===== src/rtl/assert_macros.svh =====
// Assertion macros used by the top level of the reflectance scale unit.
`ifndef ASSERT_MACROS_SVH
`define ASSERT_MACROS_SVH

// Checks that a condition implies another one at the same clock edge.
`define ASSERT_IMPLY(lbl, clk, rst_n, ante, cons, msg) \
	lbl: assert property (@(posedge clk) disable iff (!rst_n) (ante) |-> (cons)) \
		else $error(msg);

// Checks that a condition is followed by another one after the delay given by dly.
`define ASSERT_DELAY(lbl, clk, rst_n, ante, dly, cons, msg) \
	lbl: assert property (@(posedge clk) disable iff (!rst_n) (ante) |-> ##dly (cons)) \
		else $error(msg);

`endif


===== src/rtl/onrs_div_pipe.sv =====
// Pipelined unsigned restoring divider, STEP quotient bits per stage.
`timescale 1ns / 1ps
module onrs_div_pipe #(
	parameter int NUM_W = 30,
	parameter int DEN_W = 15,
	parameter int Q_W   = 15,
	parameter int STEP  = 3
) (
	input  logic             clk,
	input  logic [NUM_W-1:0] num,
	input  logic [DEN_W-1:0] den,
	output logic [Q_W-1:0]   quo
);
	localparam int NS = (Q_W + STEP - 1) / STEP;
	localparam int QP = NS * STEP;
	localparam int NW = QP + DEN_W;

	// The caller keeps num below den * 2^Q_W, so the quotient fits Q_W bits.
	logic [NW-1:0]    numx;
	logic [DEN_W-1:0] rem_s [NS];
	logic [QP-1:0]    low_s [NS];
	logic [QP-1:0]    quo_s [NS];
	logic [DEN_W-1:0] den_s [NS];

	assign numx = NW'(num);

	for (genvar k = 0; k < NS; k++) begin : g_stage
		logic [DEN_W-1:0] rem_in;
		logic [QP-1:0]    low_in;
		logic [QP-1:0]    quo_in;
		logic [DEN_W-1:0] den_in;
		logic [DEN_W-1:0] rem_n;
		logic [QP-1:0]    low_n;
		logic [QP-1:0]    quo_n;
		logic [DEN_W:0]   trial;

		if (k == 0) begin : g_first
			assign rem_in = numx[NW-1:QP];
			assign low_in = numx[QP-1:0];
			assign quo_in = '0;
			assign den_in = den;
		end else begin : g_next
			assign rem_in = rem_s[k-1];
			assign low_in = low_s[k-1];
			assign quo_in = quo_s[k-1];
			assign den_in = den_s[k-1];
		end

		always_comb begin
			rem_n = rem_in;
			low_n = low_in;
			quo_n = quo_in;
			trial = '0;
			for (int j = 0; j < STEP; j++) begin
				trial = {rem_n, low_n[QP-1]};
				low_n = low_n << 1;
				if (trial >= {1'b0, den_in}) begin
					trial = trial - {1'b0, den_in};
					quo_n = {quo_n[QP-2:0], 1'b1};
				end else begin
					quo_n = {quo_n[QP-2:0], 1'b0};
				end
				rem_n = trial[DEN_W-1:0];
			end
		end

		always_ff @(posedge clk) begin
			rem_s[k] <= rem_n;
			low_s[k] <= low_n;
			quo_s[k] <= quo_n;
			den_s[k] <= den_in;
		end
	end

	assign quo = quo_s[NS-1][Q_W-1:0];
endmodule


===== config.mk =====
export PLATFORM = sky130hd
export DESIGN_NAME = onrs_div_pipe
export DESIGN_NICKNAME = d
export VERILOG_FILES = /design/src/rtl/assert_macros.svh /design/src/rtl/onrs_div_pipe.sv
export SDC_FILE = /design/constraint.sdc
export NUM_CORES = 1
export LEC_CHECK = 0
export ABC_AREA = 1
export BUFFER_PORTS_ARGS = -buffer_cell sky130_fd_sc_hd__buf_2
export CORE_MARGIN = 8
export CORE_UTILIZATION = 42
export CTS_CLUSTER_SIZE = 40
export DETAILED_ROUTE_END_ITERATION = 16
export GPL_TIMING_DRIVEN = 0
export PLACE_DENSITY_LB_ADDON = 0.1
export SYNTH_ARGS = -nofsm -noshare
export SYNTH_HDL_FRONTEND = slang
export SYNTH_SLANG_ARGS = --single-unit

===== constraint.sdc =====
create_clock -name clk -period 6.2 [get_ports clk]
set_input_delay 0.31 -clock clk [delete_from_list [all_inputs] [get_ports clk]]
set_output_delay 0.31 -clock clk [all_outputs]
set_load 0.05 [all_outputs]

== After elaboration in Yosys (flattened, before gate mapping) ==
Memory sizes are Yosys's and may differ from the RTL's.
Cells that the tools add are included.
Storage, ports and cells
  bits in registers: 0
  bits in writable memories: 285
  bits of input ports: 46
  output and inout bits: 15
  logic and storage cells: 64
  memories: 4
Memory list
  den_s: words 5, bits a word 15, rd ports 4, clocked after Yosys merged registers in 0, write ports 5, line onrs_div_pipe.sv:23  | logic [DEN_W-1:0] den_s [NS];
  quo_s: words 5, bits a word 15, rd ports 5, clocked after Yosys merged registers in 0, write ports 5, line onrs_div_pipe.sv:22  | logic [QP-1:0] quo_s [NS];
  rem_s: words 5, bits a word 15, rd ports 4, clocked after Yosys merged registers in 0, write ports 5, line onrs_div_pipe.sv:20  | logic [DEN_W-1:0] rem_s [NS];
  low_s: words 5, bits a word 12, rd ports 4, clocked after Yosys merged registers in 0, write ports 5, line onrs_div_pipe.sv:21  | logic [QP-1:0] low_s [NS];
Operators by class
  $add $sub $neg: 15
  order comparisons: 15
  multiplexer cells: 30
Operators with widths (count)
  16-bit by 15-bit greater-or-equal comparator with 1-bit output: 15
  15-bit two-way mux: 15
  15-bit subtractor: 15
  1-bit two-way mux: 15

== Depth between registers and ports, before layout ==
An unclocked memory read counts as a cell.
  word-level depth: 7
  depth in mapped cells: 43
  depth with buffers taken out: 40

== Least setup slack after synthesis ==
No wires, ideal clock.
  kind: input port to flip-flop
  start point: in num[14]
  end point: mem rem_s[0][11]
  setup time: 0.112 ns
  data arrival time: 5.329 ns
  data required time: 6.088 ns
  slack: 0.758 ns
  stages on the path: 37
  path buffers: 2
  path through: inv_1 -> ha_1 -> inv_1 -> fa_1 -> nand2_1 -> nand2_1 -> a21oi_2 -> o21ai_1 -> nand2_1 -> nand3_1 -> inv_1 -> buf_2 -> nand2_1 -> o21ai_0 -> ha_1 -> a21oi_1 -> o21ai_1 -> a21oi_1 -> inv_1 -> nand2_1 -> nand3_1 -> nand2_1 -> nand3_1 -> nor2_4 -> buf_2 -> nand2_1 -> o21ai_1 -> ha_1 -> a21oi_1 -> o21ai_0 -> a21boi_0 -> o21ai_0 -> a21boi_0 -> o21ai_0 -> xor2_1 -> nand2_1 -> nand2_1
RTL lines
  start, declared: line onrs_div_pipe.sv:10  | input logic [NUM_W-1:0] num,
  end, declared: line onrs_div_pipe.sv:20

==> qor.yml <==
hold_path:
  hold_depth: 1
  worstHoldStart: "den[0]"
  hold_class: "in -> reg"
clock_tree:
  numCtsBuffers: 17
  ctsRootBufferMaster: "clkbuf_16"
  cts_tree: "yes"
  clk_pin_slew_ns: 0.08
  clk-insertion-delay-late_ns: 0.45
  cts_sinks: 195
  clock_path_buffers: 2
  cts_htree_levels: 4
placement:
  dp_hpwl_um: 40600
  place_congestion: 0.916
  io_buffers: 60
layout:
  layout_commonest_cell: "nand2_1"
  n_antenna_cell: 0
  finish.utilization_pct: 49.2
  area_growth_pct: 16.5
  drive_gt1_share_pct: 12.1
  mostFrequentLayoutCells: "676 x nand2_1, 312 x inv_1, 204 x ha_1"
  layout.nets: 2871
critical_path:
  crit_type: "reg -> reg"
  startpoint: "low_s[0][11]$_DFF_P_"
  crit_path_top_delay_cell: "fa_1"
  cp.arrival_ns: 6.24
  timing.critical_path.buf_inv: 8
  path_delay_family: "simple AND/OR/NAND/NOR gates"
  rrSetupSlack_ns: 0.28
  path_depth: 39
  worstSetupEndpointType: "flop"
  crit_top_cell: "nand2_1"
  rr_worst_depth: 39
  cp.required_ns: 6.52
  critPathLaunchType: "flop"
  slowest_delay_ns: 0.39
  critPathMaxFanout: 10
  r2r_start: "low_s[0][11]$_DFF_P_"
yosys:
  yosys.area.top_type: "dfxtp_1"
  yosysWarnings: 0
  synthCells: 2431
  synth_area_leaders: "dfxtp_1 23%, ha_1 17%, nand2_1 15%"
  ys_types: 49
  syn_avg_cell_area_um2: 6.85
  synth_top_area_share_pct: 23.4
  synth-seq-cells: 195
  synth.yosys.seq_area_share_pct: 23.4
  netlist_area_um2: 16700
  syn_nets: 2716
global_route:
  grt_usage_pct: 20.6
  grtUsageMet1_pct: 25.2
  overflow: 0
  grt_pass1_vias: 15400
  grtUsageMet3_pct: 2.32
  antenna_found_initial: 1
  grt_max_degree: 19
  grt_pass1_wl_um: 77500
  grt_busiest_layer: "met2"
  met2_usage_pct: 36.8
drt:
  wirelength_um: 49900
  ant_nets: 0
  viasPerCell: 5.11
  wl_per_cell_um: 16.0
  vias: 16000
  first_iter_violations: 924
  drcViolationCount: 0
  drtPass1Iterations: 5
sta:
  fmax_ghz: 0.169
  finalHoldViolations: 0
  finalCritPeriodShare_pct: 95.5
  tightest_slew_ns: 0.550
  relSlewSlack_pct: 63.0
  period_needed_ns: 5.92
  maxSlewViolCount: 0
  skew_ns: 0.0119
  setup-violations-final: 0
die:
  die_area_um2: 46300
  num_io_pins: 61
  die_w_um: 215
  die_h_um: 215
  start_util_pct: 42.2
  core_area_um2: 39500
  row_count: 73
run:
  drv_cap: 0
outcome:
  outcome: "completed"
Yosys cell counts, drive strengths merged:
cell type and instances:
a211oi 5, a21boi 20, a21o 15, a21oi 184, a221oi 1, a31oi 6
and2 1, buf 32, clkbuf 3, dfxtp 195, fa 14, ha 225
inv 325, nand2 681, nand3 106, nand3b 8, nand4 33, nor2 95
nor3 33, nor4 5, nor4b 1, o2111ai 3, o211ai 1, o21a 8
o21ai 229, o21bai 20, o221ai 1, o31a 1, o31ai 5, or2 16
or3 1, xnor2 75, xor2 83
routing by layer:
layer,wire [um],up-vias
li1,-,8322
met4,1520,0
met3,1660,89
met1,22300,7235
met2,24400,326
met5,0,-
through the flow:
step	cells	hold WS [ns]	setup WS [ns]	TNS (ns)	area, um2
after global placement	3016	0.310	-0.862	-36.12	17600
after detailed placement	3016	0.312	-0.878	-35.70	17600
after CTS	3083	0.0408	0.00254	0	18600
after global routing	3124	0.0444	-0.0742	-0.899	19400
after floorplan	2431	0.310	0.758	0	16700
final	3124	0.0567	0.277	0	19400
logic make-up after synthesis:
| kind of cell | Yosys count | synth area share (%) |
|---|---|---|
| compound gates | 499 | 16.5 |
| simple gates | 980 | 24.6 |
| buf+inv | 360 | 8.55 |
| xor+xnor | 158 | 8.31 |
| fa+ha+maj | 239 | 18.6 |
| flops | 195 | 23.4 |
layout make-up:
type                       count  area, um2
buffer                        35        277
clock buffer                  20        447
clock inverter                12        143
fill                        4055      20100
inverter                     325       1220
multi-input combinational   1876      11800
sequential                   195       3920
tap                          525        657
timing repair buffer         136        923
repair_timing:
| action | in CTS | in global routing |
|---|---|---|
| pin swaps | 10 | 36 |
| setup buffers | 10 | 37 |
| endpoints found under the hold margin | 25 | 0 |
| resized for setup | 50 | 154 |
| setup endpoints to repair | 64 | 65 |
| hold buffers | 25 | 0 |
| gates cloned | 0 | 4 |
path summary, 6_finish.rpt:
kind                          endpoint
setup reg to reg  rem_s[0][25]$_DFF_P_
hold reg to reg   low_s[0][47]$_DFF_P_
setup / recovery  rem_s[0][25]$_DFF_P_
hold / removal     den_s[0][0]$_DFF_P_
registers in the layout, indices dropped and copies added, names as in the netlist:
| register | count |
|---|---|
| den_s | 60 |
| low_s | 30 |
| quo_s | 45 |
| rem_s | 60 |
Power is not shown: default switching activity piles up to over one toggle a cycle in this logic, so the estimate is an artifact.
