## src/rtl/assert_macros.svh

```systemverilog
// Assertion macros used by the top level of the reflectance scale unit.
`ifndef ASSERT_MACROS_SVH
`define ASSERT_MACROS_SVH

// Checks that a condition implies another one at the same clock edge.
`define ASSERT_IMPLY(lbl, clk, rst_n, ante, cons, msg) \
	lbl: assert property (@(posedge clk) disable iff (!rst_n) (ante) |-> (cons)) \
		else $error(msg);

// Checks that a condition is followed by another one after the delay given by dly.
`define ASSERT_DELAY(lbl, clk, rst_n, ante, dly, cons, msg) \
	lbl: assert property (@(posedge clk) disable iff (!rst_n) (ante) |-> ##dly (cons)) \
		else $error(msg);

`endif

```

## src/rtl/onrs_sqrt_pipe.sv

```systemverilog
// Pipelined integer square root, STEP result bits per stage.
`timescale 1ns / 1ps
module onrs_sqrt_pipe #(
	parameter int RES_W = 15,
	parameter int STEP  = 3
) (
	input  logic               clk,
	input  logic [2*RES_W-1:0] rad,
	output logic [RES_W-1:0]   root
);
	localparam int NS    = (RES_W + STEP - 1) / STEP;
	localparam int RP    = NS * STEP;
	localparam int REM_W = RP + 3;

	logic [2*RP-1:0]  radx;
	logic [REM_W-1:0] rem_s  [NS];
	logic [2*RP-1:0]  low_s  [NS];
	logic [RP-1:0]    root_s [NS];

	assign radx = (2*RP)'(rad);

	for (genvar k = 0; k < NS; k++) begin : g_stage
		logic [REM_W-1:0] rem_in;
		logic [2*RP-1:0]  low_in;
		logic [RP-1:0]    root_in;
		logic [REM_W-1:0] rem_n;
		logic [2*RP-1:0]  low_n;
		logic [RP-1:0]    root_n;
		logic [REM_W-1:0] trial;
		logic [REM_W-1:0] cand;

		if (k == 0) begin : g_first
			assign rem_in  = '0;
			assign low_in  = radx;
			assign root_in = '0;
		end else begin : g_next
			assign rem_in  = rem_s[k-1];
			assign low_in  = low_s[k-1];
			assign root_in = root_s[k-1];
		end

		// Digit-by-digit method: two radicand bits in, one root bit out.
		always_comb begin
			rem_n  = rem_in;
			low_n  = low_in;
			root_n = root_in;
			trial  = '0;
			cand   = '0;
			for (int j = 0; j < STEP; j++) begin
				trial = {rem_n[REM_W-3:0], low_n[2*RP-1:2*RP-2]};
				low_n = low_n << 2;
				cand  = REM_W'({root_n, 2'b01});
				if (trial >= cand) begin
					rem_n  = trial - cand;
					root_n = {root_n[RP-2:0], 1'b1};
				end else begin
					rem_n  = trial;
					root_n = {root_n[RP-2:0], 1'b0};
				end
			end
		end

		always_ff @(posedge clk) begin
			rem_s[k]  <= rem_n;
			low_s[k]  <= low_n;
			root_s[k] <= root_n;
		end
	end

	assign root = root_s[NS-1][RES_W-1:0];
endmodule
```

## config.mk

```make
export PLATFORM = sky130hd
export DESIGN_NAME = onrs_sqrt_pipe
export DESIGN_NICKNAME = d
export VERILOG_FILES = /design/src/rtl/assert_macros.svh /design/src/rtl/onrs_sqrt_pipe.sv
export SDC_FILE = /design/constraint.sdc
export NUM_CORES = 1
export LEC_CHECK = 0
export BUFFER_PORTS_ARGS = -buffer_cell sky130_fd_sc_hd__buf_2
export CORE_MARGIN = 2
export CORE_UTILIZATION = 38
export CTS_CLUSTER_DIAMETER = 150
export DETAILED_ROUTE_END_ITERATION = 12
export HOLD_SLACK_MARGIN = 0.05
export PLACE_DENSITY_LB_ADDON = 0.15
export SLEW_MARGIN = 20
export SYNTH_ARGS = -nofsm -noshare
export SYNTH_HDL_FRONTEND = slang
export SYNTH_SLANG_ARGS = --single-unit
```

## constraint.sdc

```tcl
create_clock -name clk -period 7.95 [get_ports clk]
set_input_delay 0.3975 -clock clk [delete_from_list [all_inputs] [get_ports clk]]
set_output_delay 0.3975 -clock clk [all_outputs]
set_load 0.005 [all_outputs]
```

; Word-level counts from Yosys, hierarchy flattened
; Memories as Yosys holds them, arrays and structs flattened.
; Cells that the tools add are included.
[word_totals]
ff_bits = 0
wordCells = 63
in_bits = 31
n_memories = 3
out_inout_bits = 15
ram_bits = 285
[classes]
muxes = 30
addsub = 15
order_cmp = 15
[mem_list]
columns = name, depth, width, rd, rd_ports_with_merged_regs, write_ports, line_no
row1 = low_s, 5, 24, 4, 0, 5, onrs_sqrt_pipe.sv:17  ; logic [2*RP-1:0] low_s [NS];
row2 = rem_s, 5, 18, 4, 0, 5, onrs_sqrt_pipe.sv:16  ; logic [REM_W-1:0] rem_s [NS];
row3 = root_s, 5, 15, 5, 0, 5, onrs_sqrt_pipe.sv:18  ; logic [RP-1:0] root_s [NS];
[ops]
columns = op, count
row1 = $ge 18x17->1, 12
row2 = $mux 16, 10
row3 = $sub 16x16->16, 8
row4 = $mux 18, 5
row5 = $sub 18x17->18, 4
row6 = $ge 18x3->1, 1
row7 = $ge 18x4->1, 1
row8 = $sub 18x4->18, 1
row9 = $sub 16x3->16, 1
row10 = $mux 1, 15
row11 = $sub 2x1->3 const B, 1
row12 = $ge 2x1->1 const B, 1

; Longest topological paths before layout
; An unclocked memory read counts as a cell.
[depth]
word_depth = 7
mapped_depth = 35
mapped_depth_nobuf = 32

; Least setup slack after synthesis
; No wires, ideal clock.
[synth_path]
path_kind = reg2reg
startpoint = mem root_s[0][18] (netlist bit)
endpoint = mem rem_s[0][49] (netlist bit)
arrival_time_ns = 6.360
required_ns = 7.824
setup_slack_ns = 1.464
period_less_slack_ns = 6.486
path_buffers = 4
stages_incl_launch_ff = 32
setup_time_ns = 0.126
path_cell_list = dfxtp_1 inv_1 ha_1 a21oi_1 nor2_1 a211o_1 nor2_1 nand2_1 inv_1 buf_2 buf_1 o21ai_0 ha_1 a21o_1 a21o_1 nand2_1 a41oi_1 a211oi_1 nand3_1 clkbuf_1 nor2_1 a21oi_1 ha_1 and4_1 and3_1 a211o_1 a31oi_1 o211ai_1 nor3_2 buf_4 o22ai_1 xnor2_1
[synth_lines]
columns = item, line_no
row1 = start: declaration, onrs_sqrt_pipe.sv:18
row2 = end: declaration, onrs_sqrt_pipe.sv:16

==> flow_summary.ini <==
[logic_synthesis]
syn_inst = 1503
seq_area_frac_synth = 0.2710
synth_top_area_frac = 0.2710
postSynthAreaPerCell_um2 = 8.307
synth_common_cells = dfxtp_1, nand2_1, ha_1, a21oi_1, nor2_1
synth_edf_count = 0
synth_ff_type = dfxtp_1
synth.distinct_cells = 101
ys_ff_latch = 169
synth_area_leader_cell = dfxtp_1
async_flop_share = 0
synth.most_common_cell = dfxtp_1
synth_area_mm2 = 0.01249
yosys_warnings = 0
ys_top_cells_by_area = dfxtp_1, ha_1, xnor2_1

[route]
drc_errors = 0
ant_nets = 0
vias = 10960
via_per_inst = 5.400
wl_per_cell_um = 16.02
dr.pass1.iters = 7
first_iter_violations = 582
finalWirelength_mm = 32.51

[cts]
cts_setup_buffers = 0
clockRootBuffer = clkbuf_16
cts_sinks = 169
clockBufferDepth = 2
cts_max_level = 4
path_clk_slew_ps = 60
cts_tree = yes
clock_latency_ps = 450
cts_buffers = 17

[die]
die_area_mm2 = 0.03432
fp.dieW_um = 185.3
io_pins = 46
die_y_um = 185.3
std_cell_rows = 66
core_area_mm2 = 0.03245
start_util = 0.3847

[placed_design]
port_buffers = 45
dpl.hpwl_mm = 26.00
gp_congestion = 0.9027

[worst_setup_path]
slowest_stage = dfxtp_1
cp-startpoint = root_s[0][0]
r2r-end = rem_s[0][24]
regToRegSetupSlack_ps = 690
cp.arrival_ps = 7590
cp-endpoint = rem_s[0][24]
path_class = flop to flop
end_kind = flop
path_common_cell = ha_1
r2r_cells = 30
cp.required_ps = 8280
startpoint_type = flop
reg2reg_from = root_s[0][0]
slowest_delay_ps = 430
cp_max_fo = 15

[layout]
drive_gt1_frac = 0.09326
fill_cells = 3259
syn2layout_area_growth_pct = 12.47
diodes = 0
final_util = 0.4327
finalNetCount = 1739

[power]
switching_share = 0.4406
combPwrFrac = 0.573
pwr-share-seq = 0.249
p_leak_nw = 6.521
internal_power_w = 0.002625
switchingPower_w = 0.002068
irDropWorstVdd_uv = 190.2
p_per_area_mw_per_mm2 = 334.2
clockPowerShare = 0.178

[run]
cap_violations = 0

[worst_hold_path]
hold_depth = 3
hp-class = input pin to flop

[timing]
maxSlewViolCount = 0
fmax_mhz = 137.8
finalSetupViolCount = 0
fin_skew_ps = 10.87
slew_headroom = 0.5156
finalHoldViolations = 0
tightestPinTransition_ps = 717.2
fin_crit_sh = 0.9130
setup_tns_ps = 0
fin_crit_ps = 7258
rsz0062_at_grt = false

[global_routing]
grtUsageTotal = 0.1927
antenna_found_initial = 0
grt-ovfl-total = 0
grt_max_degree = 26
grt_pass1_wl_mm = 52.44
grt_pass1_vias = 10290

[run_status]
status = complete, no violations
==> metal layers <==
metal,wire (µm),global-route usage
met5,0,0
met4,702,0.06190
met3,1165,0.03067
met2,14860,0.3133
met1,15790,0.2599
==> area by class of cell <==
cell class                 instances  area [µm²]  share of cell area
inverter                          98       376.6             0.02682
multi-input combinational       1205        8573              0.6105
clock buffer                      20       446.7             0.03181
sequential                       169        3383              0.2409
tap                              442       553.0             0.03938
timing repair buffer              83       570.5             0.04063
clock inverter                    12       138.9            0.009890
==> placed cells by master, fill, tap and decap left out, types with 15 or more instances in the layout <==
cell type	count
dfxtp_1	169
nand2_1	141
ha_1	134
nor2_1	103
a21oi_1	103
inv_1	93
xnor2_1	93
o21ai_0	91
a21o_1	48
buf_2	45
xor2_1	42
nand3_1	41
o21a_1	27
nor3_1	27
dlygate4sd3_1	24
nand4_1	21
or3_1	19
nor4_1	19
nand2b_1	18
clkbuf_16	17
o21bai_1	15
==> kinds of logic (layout without fill, tap and decap cells) <==
logic type	after synthesis	count (layout)	synth area share
other cells	1	2	0.0003003
mux	25	25	0.02315
flops	169	169	0.2710
buf+inv	130	213	0.04309
simple gates	485	485	0.2025
xor+xnor	135	135	0.09470
fa+ha+maj	134	134	0.1343
compound gates	424	424	0.2310
==> registers in the layout, summed over array words and instances, names as in the netlist <==
signal / count
root_s: 45
low_s: 60
rem_s: 64
==> critical path, delay by kind of cell, from the launching register on <==
| family | cells | cell delay, ps |
|---|---|---|
| simple gates | 11 | 2060 |
| fa+ha+maj | 3 | 1110 |
| compound gates | 9 | 2100 |
| flops | 1 | 430 |
| mux | 2 | 590 |
| buf+inv | 5 | 850 |
==> worst min-delay path by stage <==
stage                             from           end  slack, ps
after CTS                      rad[25]   rem_s[0][1]        220
after detailed placement  low_s[0][12]  low_s[0][42]        310
after floorplan            low_s[0][0]  low_s[0][30]        310
final                          rad[25]   rem_s[0][1]        240
after global placement    low_s[0][31]  low_s[0][61]        310
after global routing           rad[25]   rem_s[0][1]        260
==> metrics by stage <==
step | hold WS (ps) | power (W) | instances | area (µm²) | setup WS (ps)
CTS | 224.3 | 0.004708 | 2029 | 14030 | 375.5
global placement | 309.9 | 0.003824 | 1973 | 13210 | 356.7
floorplan | 309.6 | 0.003222 | 1504 | 12490 | 1464
finish | 239.6 | 0.004693 | 2029 | 14040 | 691.5
detailed placement | 312.1 | 0.003831 | 1973 | 13210 | 430.7
global route | 261.6 | 0.005079 | 2029 | 14040 | 140.1
==> power groups by stage <==
stage	clock network (W)	logic [W]	registers, W
2_1_floorplan	0	0.00210	0.00112
3_3_place_gp	0	0.00263	0.00119
3_5_place_dp	0	0.00264	0.00119
4_1_cts	0.000867	0.00267	0.00117
5_1_grt	0.000899	0.00299	0.00119
6_report	0.000836	0.00269	0.00117
==> repair_timing <==
action / 4_1_cts / 5_1_grt
hold endpoints to repair: 24 / 0
hold buffers: 24 / 0
gates resized for setup: 0 / 2
endpoints found under the setup margin: 0 / 6
Power figures use the tool's default switching activity.
